--- config.mk ---
export PLATFORM = sky130hd
export DESIGN_NAME = nearest_neighbor_scale_address
export DESIGN_NICKNAME = d
export VERILOG_FILES = /design/src/rtl/nnsa_pkg.sv /design/src/rtl/nnsa_div.sv /design/src/rtl/nnsa_ctrl.sv /design/src/rtl/nnsa_dp.sv /design/src/rtl/nearest_neighbor_scale_address.sv
export SDC_FILE = /design/constraint.sdc
export NUM_CORES = 1
export LEC_CHECK = 0
export BUFFER_PORTS_ARGS = -buffer_cell sky130_fd_sc_hd__clkbuf_2
export CAP_MARGIN = 10
export CORE_AREA = 5 5 158 198
export DETAILED_ROUTE_END_ITERATION = 8
export DIE_AREA = 0 0 163 203
export GPL_TIMING_DRIVEN = 0
export PLACE_DENSITY = 0.77
export SYNTH_ARGS = -nofsm -noshare
export SYNTH_HDL_FRONTEND = slang
export SYNTH_SLANG_ARGS = --single-unit
--- constraint.sdc ---
create_clock -name clk -period 14.8 [get_ports clk]
set_input_delay 1.48 -clock clk [delete_from_list [all_inputs] [get_ports clk]]
set_output_delay 1.48 -clock clk [all_outputs]
set_load 0.05 [all_outputs]
--- src/rtl/nnsa_pkg.sv ---
// ============================================================================
// nnsa_pkg
// Shared types and constants for the nearest-neighbor scale address generator.
// ============================================================================
package nnsa_pkg;

    // Size registers and internal positions / accumulators
    localparam int VAL_W     = 13;
    // Output coordinates
    localparam int OUT_W     = 12;
    // Configuration index width (covers indexes beyond the register list)
    localparam int CFG_IDX_W = 4;

    // Divider: one quotient bit per cycle
    localparam int DIV_STEPS = VAL_W;
    localparam int DIV_CNT_W = 4;

    // Register indexes
    localparam logic [CFG_IDX_W-1:0] REG_SRC_WIDTH  = 4'd0;
    localparam logic [CFG_IDX_W-1:0] REG_SRC_HEIGHT = 4'd1;
    localparam logic [CFG_IDX_W-1:0] REG_DST_WIDTH  = 4'd2;
    localparam logic [CFG_IDX_W-1:0] REG_DST_HEIGHT = 4'd3;

    // Register reset values
    localparam logic [VAL_W-1:0] SRC_WIDTH_RST  = 13'd640;
    localparam logic [VAL_W-1:0] SRC_HEIGHT_RST = 13'd480;
    localparam logic [VAL_W-1:0] DST_WIDTH_RST  = 13'd640;
    localparam logic [VAL_W-1:0] DST_HEIGHT_RST = 13'd480;

    typedef enum logic [1:0] {
        ST_RUN,
        ST_DIV,
        ST_EMIT
    } state_t;

    // Controller -> datapath
    typedef struct packed {
        logic div_start;   // start per-frame divisions
        logic load_frame;  // take quotients, zero positions, open frame
        logic emit;        // produce one result and step
    } cmd_t;

    // Datapath -> controller
    typedef struct packed {
        logic frame_open;
        logic div_done;
    } status_t;

    // Size clamp: zero reads as one, anything above cap reads as cap
    function automatic logic [VAL_W-1:0] eff_size(input logic [VAL_W-1:0] v,
                                                  input logic [VAL_W-1:0] cap);
        logic [VAL_W-1:0] r;
        if (v == '0)
        begin
            r = {{(VAL_W-1){1'b0}}, 1'b1};
        end
        else if (v > cap)
        begin
            r = cap;
        end
        else
        begin
            r = v;
        end
        return r;
    endfunction

endpackage

--- src/rtl/nnsa_div.sv ---
// ============================================================================
// nnsa_div
// Iterative restoring divider, one quotient bit per cycle.
// ============================================================================
module nnsa_div (
    input  logic                        clk,
    input  logic                        rst_n,
    input  logic                        start,
    input  logic [nnsa_pkg::VAL_W-1:0]  dividend,
    input  logic [nnsa_pkg::VAL_W-1:0]  divisor,
    output logic                        done,
    output logic [nnsa_pkg::VAL_W-1:0]  quotient,
    output logic [nnsa_pkg::VAL_W-1:0]  remainder
);

    logic                           busy_reg, busy_next;
    logic                           done_reg, done_next;
    logic [nnsa_pkg::DIV_CNT_W-1:0] cnt_reg, cnt_next;
    logic [nnsa_pkg::VAL_W-1:0]     quo_reg, quo_next;
    logic [nnsa_pkg::VAL_W-1:0]     rem_reg, rem_next;
    logic [nnsa_pkg::VAL_W-1:0]     dvs_reg, dvs_next;

    logic [nnsa_pkg::VAL_W:0]       shifted;
    logic [nnsa_pkg::VAL_W:0]       diff;
    logic                           ge;

    assign shifted = {rem_reg, quo_reg[nnsa_pkg::VAL_W-1]};
    assign diff    = shifted - {1'b0, dvs_reg};
    assign ge      = shifted >= {1'b0, dvs_reg};

    always_comb
    begin
        busy_next = busy_reg;
        done_next = 1'b0;
        cnt_next  = cnt_reg;
        quo_next  = quo_reg;
        rem_next  = rem_reg;
        dvs_next  = dvs_reg;
        if (start)
        begin
            busy_next = 1'b1;
            cnt_next  = nnsa_pkg::DIV_CNT_W'(nnsa_pkg::DIV_STEPS);
            quo_next  = dividend;
            rem_next  = '0;
            dvs_next  = divisor;
        end
        else if (busy_reg)
        begin
            quo_next = {quo_reg[nnsa_pkg::VAL_W-2:0], ge};
            rem_next = ge ? diff[nnsa_pkg::VAL_W-1:0] : shifted[nnsa_pkg::VAL_W-1:0];
            cnt_next = cnt_reg - 1'b1;
            if (cnt_reg == nnsa_pkg::DIV_CNT_W'(1))
            begin
                busy_next = 1'b0;
                done_next = 1'b1;
            end
        end
    end

    always_ff @(posedge clk or negedge rst_n)
    begin
        if (!rst_n)
        begin
            busy_reg <= 1'b0;
            done_reg <= 1'b0;
            cnt_reg  <= '0;
        end
        else
        begin
            busy_reg <= busy_next;
            done_reg <= done_next;
            cnt_reg  <= cnt_next;
        end
    end

    always_ff @(posedge clk)
    begin
        quo_reg <= quo_next;
        rem_reg <= rem_next;
        dvs_reg <= dvs_next;
    end

    assign done      = done_reg;
    assign quotient  = quo_reg;
    assign remainder = rem_reg;

endmodule

--- src/rtl/nnsa_ctrl.sv ---
// ============================================================================
// nnsa_ctrl
// Sequencer: request acceptance, frame setup, output valid.
// ============================================================================
module nnsa_ctrl (
    input  logic               clk,
    input  logic               rst_n,
    input  logic               in_valid,
    output logic               in_ready,
    input  logic               restart,
    output logic               out_valid,
    input  logic               out_ready,
    input  nnsa_pkg::status_t  status,
    output nnsa_pkg::cmd_t     cmd
);

    nnsa_pkg::state_t state_reg, state_next;
    logic             out_valid_reg, out_valid_next;
    logic             out_free;
    logic             accept;
    logic             new_frame;

    assign out_free  = !out_valid_reg || out_ready;
    assign in_ready  = (state_reg == nnsa_pkg::ST_RUN) && out_free;
    assign accept    = in_valid && in_ready;
    assign new_frame = restart || !status.frame_open;

    // next state
    always_comb
    begin
        state_next = state_reg;
        case (state_reg)
            nnsa_pkg::ST_RUN:
            begin
                if (accept && new_frame)
                begin
                    state_next = nnsa_pkg::ST_DIV;
                end
            end
            nnsa_pkg::ST_DIV:
            begin
                if (status.div_done)
                begin
                    state_next = nnsa_pkg::ST_EMIT;
                end
            end
            nnsa_pkg::ST_EMIT:
            begin
                if (out_free)
                begin
                    state_next = nnsa_pkg::ST_RUN;
                end
            end
            default:
            begin
                state_next = nnsa_pkg::ST_RUN;
            end
        endcase
    end

    // outputs
    always_comb
    begin
        cmd = '0;
        case (state_reg)
            nnsa_pkg::ST_RUN:
            begin
                cmd.div_start = accept && new_frame;
                cmd.emit      = accept && !new_frame;
            end
            nnsa_pkg::ST_DIV:
            begin
                cmd.load_frame = status.div_done;
            end
            nnsa_pkg::ST_EMIT:
            begin
                cmd.emit = out_free;
            end
            default:
            begin
                cmd = '0;
            end
        endcase
    end

    always_comb
    begin
        if (cmd.emit)
        begin
            out_valid_next = 1'b1;
        end
        else if (out_ready)
        begin
            out_valid_next = 1'b0;
        end
        else
        begin
            out_valid_next = out_valid_reg;
        end
    end

    always_ff @(posedge clk or negedge rst_n)
    begin
        if (!rst_n)
        begin
            state_reg     <= nnsa_pkg::ST_RUN;
            out_valid_reg <= 1'b0;
        end
        else
        begin
            state_reg     <= state_next;
            out_valid_reg <= out_valid_next;
        end
    end

    assign out_valid = out_valid_reg;

endmodule

--- src/rtl/nnsa_dp.sv ---
// ============================================================================
// nnsa_dp
// Datapath: size registers, per-frame dividers, position stepping, results.
// ============================================================================
module nnsa_dp #(
    parameter int COORD_BITS = 12
) (
    input  logic                            clk,
    input  logic                            rst_n,
    input  nnsa_pkg::cmd_t                  cmd,
    output nnsa_pkg::status_t               status,
    input  logic                            cfg_write,
    input  logic [nnsa_pkg::CFG_IDX_W-1:0]  cfg_index,
    input  logic [nnsa_pkg::VAL_W-1:0]      cfg_data,
    output logic [nnsa_pkg::OUT_W-1:0]      src_col,
    output logic [nnsa_pkg::OUT_W-1:0]      src_row,
    output logic [nnsa_pkg::OUT_W-1:0]      dst_col,
    output logic [nnsa_pkg::OUT_W-1:0]      dst_row,
    output logic                            end_of_row,
    output logic                            end_of_frame
);

    localparam int SIZE_MAX = 1 << COORD_BITS;
    localparam int VAL_MAX  = (1 << nnsa_pkg::VAL_W) - 1;
    localparam int CAP_INT  = (SIZE_MAX > VAL_MAX) ? VAL_MAX : SIZE_MAX;
    localparam logic [nnsa_pkg::VAL_W-1:0] SIZE_CAP = nnsa_pkg::VAL_W'(CAP_INT);
    localparam logic [nnsa_pkg::OUT_W-1:0] OUT_MASK = nnsa_pkg::OUT_W'(SIZE_MAX - 1);

    localparam int W = nnsa_pkg::VAL_W;
    localparam int O = nnsa_pkg::OUT_W;

    // size registers
    logic [W-1:0] src_width_reg, src_height_reg, dst_width_reg, dst_height_reg;
    logic         frame_open_reg;

    // frame state
    logic [W-1:0] col_pos_reg, row_pos_reg, col_error_reg, row_error_reg;
    logic [O-1:0] out_col_reg, out_row_reg;
    logic [W-1:0] col_step_whole_reg, col_step_rem_reg;
    logic [W-1:0] row_step_whole_reg, row_step_rem_reg;

    // result registers
    logic [O-1:0] src_col_reg, src_row_reg, dst_col_reg, dst_row_reg;
    logic         eor_reg, eof_reg;

    logic [W-1:0] sw, sh, dw, dh;
    logic         col_div_done, row_div_done;
    logic [W-1:0] col_quo, col_rem, row_quo, row_rem;

    logic         eor, eof;
    logic [W:0]   col_sum, row_sum;
    logic         col_wrap, row_wrap;
    logic [W-1:0] col_err_new, row_err_new;
    logic [W-1:0] col_pos_new, row_pos_new;

    assign sw = nnsa_pkg::eff_size(src_width_reg, SIZE_CAP);
    assign sh = nnsa_pkg::eff_size(src_height_reg, SIZE_CAP);
    assign dw = nnsa_pkg::eff_size(dst_width_reg, SIZE_CAP);
    assign dh = nnsa_pkg::eff_size(dst_height_reg, SIZE_CAP);

    nnsa_div u_col_div (
        .clk       (clk),
        .rst_n     (rst_n),
        .start     (cmd.div_start),
        .dividend  (sw),
        .divisor   (dw),
        .done      (col_div_done),
        .quotient  (col_quo),
        .remainder (col_rem)
    );

    nnsa_div u_row_div (
        .clk       (clk),
        .rst_n     (rst_n),
        .start     (cmd.div_start),
        .dividend  (sh),
        .divisor   (dh),
        .done      (row_div_done),
        .quotient  (row_quo),
        .remainder (row_rem)
    );

    assign status.frame_open = frame_open_reg;
    assign status.div_done   = col_div_done && row_div_done;

    // end marks
    assign eor = {1'b0, out_col_reg} >= (dw - 1'b1);
    assign eof = eor && ({1'b0, out_row_reg} >= (dh - 1'b1));

    // error accumulators: extra step when remainder sum reaches the size
    assign col_sum     = {1'b0, col_error_reg} + {1'b0, col_step_rem_reg};
    assign col_wrap    = col_sum >= {1'b0, dw};
    assign col_err_new = col_wrap ? W'(col_sum - {1'b0, dw}) : col_sum[W-1:0];
    assign col_pos_new = col_pos_reg + col_step_whole_reg + {{(W-1){1'b0}}, col_wrap};

    assign row_sum     = {1'b0, row_error_reg} + {1'b0, row_step_rem_reg};
    assign row_wrap    = row_sum >= {1'b0, dh};
    assign row_err_new = row_wrap ? W'(row_sum - {1'b0, dh}) : row_sum[W-1:0];
    assign row_pos_new = row_pos_reg + row_step_whole_reg + {{(W-1){1'b0}}, row_wrap};

    always_ff @(posedge clk or negedge rst_n)
    begin
        if (!rst_n)
        begin
            src_width_reg  <= nnsa_pkg::SRC_WIDTH_RST;
            src_height_reg <= nnsa_pkg::SRC_HEIGHT_RST;
            dst_width_reg  <= nnsa_pkg::DST_WIDTH_RST;
            dst_height_reg <= nnsa_pkg::DST_HEIGHT_RST;
            frame_open_reg <= 1'b0;
        end
        else
        begin
            if (cfg_write)
            begin
                case (cfg_index)
                    nnsa_pkg::REG_SRC_WIDTH:  src_width_reg  <= cfg_data;
                    nnsa_pkg::REG_SRC_HEIGHT: src_height_reg <= cfg_data;
                    nnsa_pkg::REG_DST_WIDTH:  dst_width_reg  <= cfg_data;
                    nnsa_pkg::REG_DST_HEIGHT: dst_height_reg <= cfg_data;
                    default:                  ;
                endcase
                if (cfg_index == nnsa_pkg::REG_SRC_WIDTH ||
                    cfg_index == nnsa_pkg::REG_SRC_HEIGHT ||
                    cfg_index == nnsa_pkg::REG_DST_WIDTH ||
                    cfg_index == nnsa_pkg::REG_DST_HEIGHT)
                begin
                    frame_open_reg <= 1'b0;
                end
            end
            else if (cmd.load_frame)
            begin
                frame_open_reg <= 1'b1;
            end
            else if (cmd.emit && eof)
            begin
                frame_open_reg <= 1'b0;
            end
        end
    end

    always_ff @(posedge clk)
    begin
        if (cmd.load_frame)
        begin
            col_step_whole_reg <= col_quo;
            col_step_rem_reg   <= col_rem;
            row_step_whole_reg <= row_quo;
            row_step_rem_reg   <= row_rem;
            col_pos_reg        <= '0;
            row_pos_reg        <= '0;
            col_error_reg      <= '0;
            row_error_reg      <= '0;
            out_col_reg        <= '0;
            out_row_reg        <= '0;
        end
        else if (cmd.emit)
        begin
            src_col_reg <= col_pos_reg[O-1:0] & OUT_MASK;
            src_row_reg <= row_pos_reg[O-1:0] & OUT_MASK;
            dst_col_reg <= out_col_reg & OUT_MASK;
            dst_row_reg <= out_row_reg & OUT_MASK;
            eor_reg     <= eor;
            eof_reg     <= eof;
            if (eof)
            begin
                // frame closes; next request reopens it
            end
            else if (eor)
            begin
                col_pos_reg   <= '0;
                col_error_reg <= '0;
                out_col_reg   <= '0;
                row_pos_reg   <= row_pos_new;
                row_error_reg <= row_err_new;
                out_row_reg   <= out_row_reg + 1'b1;
            end
            else
            begin
                col_pos_reg   <= col_pos_new;
                col_error_reg <= col_err_new;
                out_col_reg   <= out_col_reg + 1'b1;
            end
        end
    end

    assign src_col      = src_col_reg;
    assign src_row      = src_row_reg;
    assign dst_col      = dst_col_reg;
    assign dst_row      = dst_row_reg;
    assign end_of_row   = eor_reg;
    assign end_of_frame = eof_reg;

endmodule

--- src/rtl/nearest_neighbor_scale_address.sv ---
// ============================================================================
// nearest_neighbor_scale_address
// Nearest-neighbor scaler address generator (top level).
// ============================================================================
// Usage:
//   Input channel (in_valid/in_ready, restart): each request asks for the next
//   destination pixel; restart=1 begins a new frame at pixel zero.
//   Output channel (out_valid/out_ready): one result per request with the
//   source column/row to copy, destination column/row, end-of-row and
//   end-of-frame marks.
//   Config channel (cfg_valid/cfg_ready, cfg_index, cfg_data): sizes, index
//   0..3 = src width, src height, dst width, dst height. Write only while idle.
//   Any size write closes the open frame; other indexes are ignored.
// Timing:
//   A request within an open frame: result registered when the request is
//   accepted, one request per cycle sustained while out_ready stays high.
//   A request that opens a frame (restart, after the last pixel, after reset
//   or a size write): the 13-step shift-subtract dividers run (one per axis,
//   in parallel), then the quotients are loaded and the result is registered.
// Reset: no frame open, sizes 640x480 -> 640x480, output empty.
// Stall: the output register holds its result while out_ready is low; a new
//   request is taken in the cycle the held result is taken.
// ============================================================================
module nearest_neighbor_scale_address #(
    parameter int COORD_BITS = 12
) (
    input  logic                            clk,
    input  logic                            rst_n,
    input  logic                            in_valid,
    output logic                            in_ready,
    input  logic                            restart,
    output logic                            out_valid,
    input  logic                            out_ready,
    output logic [nnsa_pkg::OUT_W-1:0]      src_col,
    output logic [nnsa_pkg::OUT_W-1:0]      src_row,
    output logic [nnsa_pkg::OUT_W-1:0]      dst_col,
    output logic [nnsa_pkg::OUT_W-1:0]      dst_row,
    output logic                            end_of_row,
    output logic                            end_of_frame,
    input  logic                            cfg_valid,
    output logic                            cfg_ready,
    input  logic [nnsa_pkg::CFG_IDX_W-1:0]  cfg_index,
    input  logic [nnsa_pkg::VAL_W-1:0]      cfg_data
);

    nnsa_pkg::cmd_t    cmd;
    nnsa_pkg::status_t status;

    // config writes are always accepted (cfg_ready held high)
    assign cfg_ready = 1'b1;

    nnsa_ctrl u_ctrl (
        .clk       (clk),
        .rst_n     (rst_n),
        .in_valid  (in_valid),
        .in_ready  (in_ready),
        .restart   (restart),
        .out_valid (out_valid),
        .out_ready (out_ready),
        .status    (status),
        .cmd       (cmd)
    );

    nnsa_dp #(
        .COORD_BITS (COORD_BITS)
    ) u_dp (
        .clk          (clk),
        .rst_n        (rst_n),
        .cmd          (cmd),
        .status       (status),
        .cfg_write    (cfg_valid && cfg_ready),
        .cfg_index    (cfg_index),
        .cfg_data     (cfg_data),
        .src_col      (src_col),
        .src_row      (src_row),
        .dst_col      (dst_col),
        .dst_row      (dst_row),
        .end_of_row   (end_of_row),
        .end_of_frame (end_of_frame)
    );

`ifndef SYNTHESIS
    // a request is only taken when the output slot frees up
    a_accept_slot: assert property (@(posedge clk) disable iff (!rst_n)
        (in_valid && in_ready && out_valid) |-> out_ready)
        else $error("request accepted while result stalled");

    // frame setup and pixel production are exclusive
    a_cmd_excl: assert property (@(posedge clk) disable iff (!rst_n)
        !(cmd.emit && (cmd.div_start || cmd.load_frame)))
        else $error("conflicting datapath commands");

    // loading a frame opens it unless a config write lands in the same cycle
    a_load_opens: assert property (@(posedge clk) disable iff (!rst_n)
        (cmd.load_frame && !(cfg_valid && cfg_ready)) |=> status.frame_open)
        else $error("frame not open after load");

    // last pixel of frame is also last of its row
    a_eof_eor: assert property (@(posedge clk) disable iff (!rst_n)
        (out_valid && end_of_frame) |-> end_of_row)
        else $error("end of frame without end of row");
`endif

endmodule
==> run summary <==
Outcome: completed
Detail-routed net length per standard cell: 19.0 um
Cell count after synthesis: 1642
Die X: 163 um
Sinks on Clock Net: 320
CP Data Required Time: 15170 ps
Starting Density: 0.593
Post-layout min period: 6880 ps
Antenna violations before repair: 0
IO Pins: 76
Sequential share of power: 0.378
Pwr/cell area: 175 nW/um^2
Vias per cell: 5.94
# DRC: 0
Crit path arrival time: 7250 ps
Synth Register Bits: 320
Relative max-transition margin: 0.125
CTS root buf: clkbuf_16
Sw Share: 0.352
Layout cells sized above 1: 0.130
Drt first pass iters: 5
Clk pwr share: 0.247
Final hold slack: 449 ps
Detailed Route WL: 41300 um
# port buffers: 74
CTS tree: built
Critical path class: reg2reg
Global route overflow: 0
Tcrit/Tclk final: 0.465
Distinct cell type count after synthesis: 83
Synth warn: 0
TritonCTS Buffers: 34
Syn_nets: 1805
Largest net degree at the start of global routing: 68
Worst Setup Start Kind: flop
Initial DRC count: 952
Area of the mapped netlist: 17300 sq um
Crit Path Max Fanout: 10
Max clock buf depth: 3
Core Box Area: 29100 sq um
DIE AREA: 33100 sq um
Fin. max-slew vios: 0
Global-route wire length before repair: 65700 um
Register area share after synthesis: 0.480
Detailed-route via count: 12900
Setup Viol. Count Final: 0
Least-Margin Pin Slew: 1300 ps
CTS clk-pin slew, worst paths: 60 ps
Util after Layout: 0.663
Number of global-route vias before repair: 12900
HP Class: reg2reg
RSZ-0062 raised after global routing: no
Post-synth EDFFs: 152
Crit end category: flop
Setup slack at placement: 7930 ps
Sw power: 1.19 mW
Synth Area per Inst: 10.5 sq um
H-tree Lvls: 2
Pwr Total: 3.37 mW
Die Ht: 203 um
Post-CTS resize count: 0
Final RePlAce weighted congestion: 0.896
Leakage: 8.19 nW
Post-CTS setup buffer count: 0
Hold Fails Final Rpt: 0
Max IR drop VDD: 139 uV
P&R area growth vs syn: 11.7%
DP Wirelength: 30800 um
Row cnt: 70
Upper clock frequency limit: 145 MHz
Final ANT Viol Nets: 0
FFs w/ async S/R, synth: 0.213
Gr usage total: 0.248
P_int: 2.19 mW
Most used DFF post-synth: edfxtp_1
Final WS setup: 7920 ps
Setup tns final: 0 ps
Combinational share of power: 0.375
# nets final: 1917
Hold buffer count at cts: 0
Setup Skew: 15.3 ps
Max Cap Viol: 0
Worst-Skew Late Latency: 510 ps
## final timing paths
| check | startpoint | depth (start not counted) | end | slack [ps] |
|---|---|---|---|---|
| min in group asynchronous | rst_n | 1 | u_dp.u_col_div.cnt_reg[0]$_DFFE_PN0P_ | 780 |
| hold reg to reg | u_dp.u_col_div.quotient[6]$_DFFE_PP_ | 0 | u_dp.col_step_whole_reg[6]$_DFFE_PP_ | 450 |
| setup / recovery | u_dp.dst_height_reg[3]$_DFFE_PN0P_ | 26 | u_dp.row_pos_reg[10]$_SDFFE_PP0P_ | 7920 |
| hold / removal | u_dp.u_col_div.quotient[6]$_DFFE_PP_ | 0 | u_dp.col_step_whole_reg[6]$_DFFE_PP_ | 450 |
| setup reg to reg | u_dp.dst_height_reg[3]$_DFFE_PN0P_ | 26 | u_dp.row_pos_reg[10]$_SDFFE_PP0P_ | 7920 |
| max in group asynchronous | rst_n | 2 | u_dp.dst_width_reg[7]$_DFFE_PN1P_ | 13460 |
## layout make-up
| type | count | area, sq um |
|---|---|---|
| Tap cell | 396 | 495 |
| Timing Repair Buffer | 76 | 420 |
| Fill cell | 2304 | 9800 |
| Sequential cell | 320 | 8280 |
| Clock buffer | 50 | 1000 |
| Buffer | 54 | 251 |
| Multi-Input combinational cell | 1172 | 8370 |
| Antenna cell | 1 | 2.50 |
| Inverter | 96 | 360 |
| Clock inverter | 11 | 90.1 |
## stage by stage
stage          cells  instance area, sq um
5_1_grt         2175                 19300
3_3_place_gp    2112                 18100
6_report        2176                 19300
4_1_cts         2175                 19300
2_1_floorplan   1642                 17300
3_5_place_dp    2114                 18200
## logic make-up (layout without fill, tap and decap cells)
logic type	count (synthesis)	in the layout	share of synthesized area
AO/OA/AOI/OAI	363	363	0.136
XOR/XNOR	101	101	0.0513
adder cells (fa/ha/maj)	141	141	0.106
buffers and inverters	150	287	0.0351
flip-flops	320	320	0.480
multiplexers	89	89	0.0554
other	1	2	0.000217
AND/OR/NAND/NOR	477	477	0.135
## per-layer routing
layer / vias up / share of wire / GRT usage / wire [um]
met1: 6211 / 0.39 / 0.296 / 16100
met5: - / 0 / 0 / 0
met3: 107 / 0.051 / 0.0313 / 2110
met4: 0 / 0.051 / 0.116 / 2090
met2: 367 / 0.51 / 0.442 / 20900
li1: 6233 / - / - / -
## worst max-delay path: stages (launching register included)
cell       delay, ps
dfrtp_1          440
or4_1            570
nor4_1           180
a21o_1           190
nand2_1          170
inv_1            190
ha_1             180
inv_1             50
fa_1             400
nand3_1          110
nand2_1          100
and2_1           180
nor3_1           300
o211ai_1         180
a41oi_2          430
buf_2            380
inv_1             90
fa_1             450
fa_1             430
a21o_1           190
a21oi_1          220
o21bai_1         110
a2111oi_0        620
o31ai_1          160
a21oi_1          200
xor2_1           140
o21ai_0           80
## power groups by stage
| stage | registers (mW) | logic (mW) | clock network, mW |
|---|---|---|---|
| 2_1_floorplan | 1.23 | 0.999 | 0 |
| 3_3_place_gp | 1.28 | 1.21 | 0 |
| 3_5_place_dp | 1.29 | 1.24 | 0 |
| 4_1_cts | 1.27 | 1.26 | 0.843 |
| 5_1_grt | 1.29 | 1.41 | 0.883 |
| 6_report | 1.28 | 1.26 | 0.833 |
## cells in the final DEF, fill, tap and decap left out, types with 8 or more instances in the layout
cell type / n
inv_1: 94
dfstp_2: 12
o21ai_0: 89
nand2b_1: 12
and3_1: 9
nor2_1: 107
nor4_1: 11
mux2_2: 51
ha_1: 130
nor2b_1: 19
a21o_1: 18
a211oi_1: 16
a21oi_1: 101
dfrtp_1: 56
clkbuf_16: 35
nor3_1: 36
or3_1: 14
xor2_1: 39
o211ai_1: 10
o21a_1: 18
buf_2: 11
nand2_1: 136
nand3_1: 57
nand3b_1: 8
dfxtp_1: 100
mux2i_1: 37
o31ai_1: 17
a22o_1: 21
fa_1: 10
edfxtp_1: 152
xnor2_1: 62
clkbuf_1: 40
clkbuf_2: 74
or2_2: 8
nand4_1: 26
## synthesized netlist by cell type, drive strengths merged (19+ instances only)
library cell / n / area [sq um]
edfxtp: 152 / 4560
nand2: 139 / 529
ha: 130 / 1630
nor2: 107 / 402
a21oi: 102 / 514
dfxtp: 100 / 2000
inv: 94 / 353
o21ai: 91 / 455
xnor2: 62 / 543
nand3: 58 / 295
dfrtp: 56 / 1400
mux2: 52 / 586
xor2: 39 / 342
mux2i: 37 / 370
nor3: 37 / 190
clkbuf: 34 / 128
nand4: 26 / 163
a22o: 21 / 184
buf: 20 / 118
nor2b: 19 / 119
Note: power is estimated with default switching activity, not from simulation.
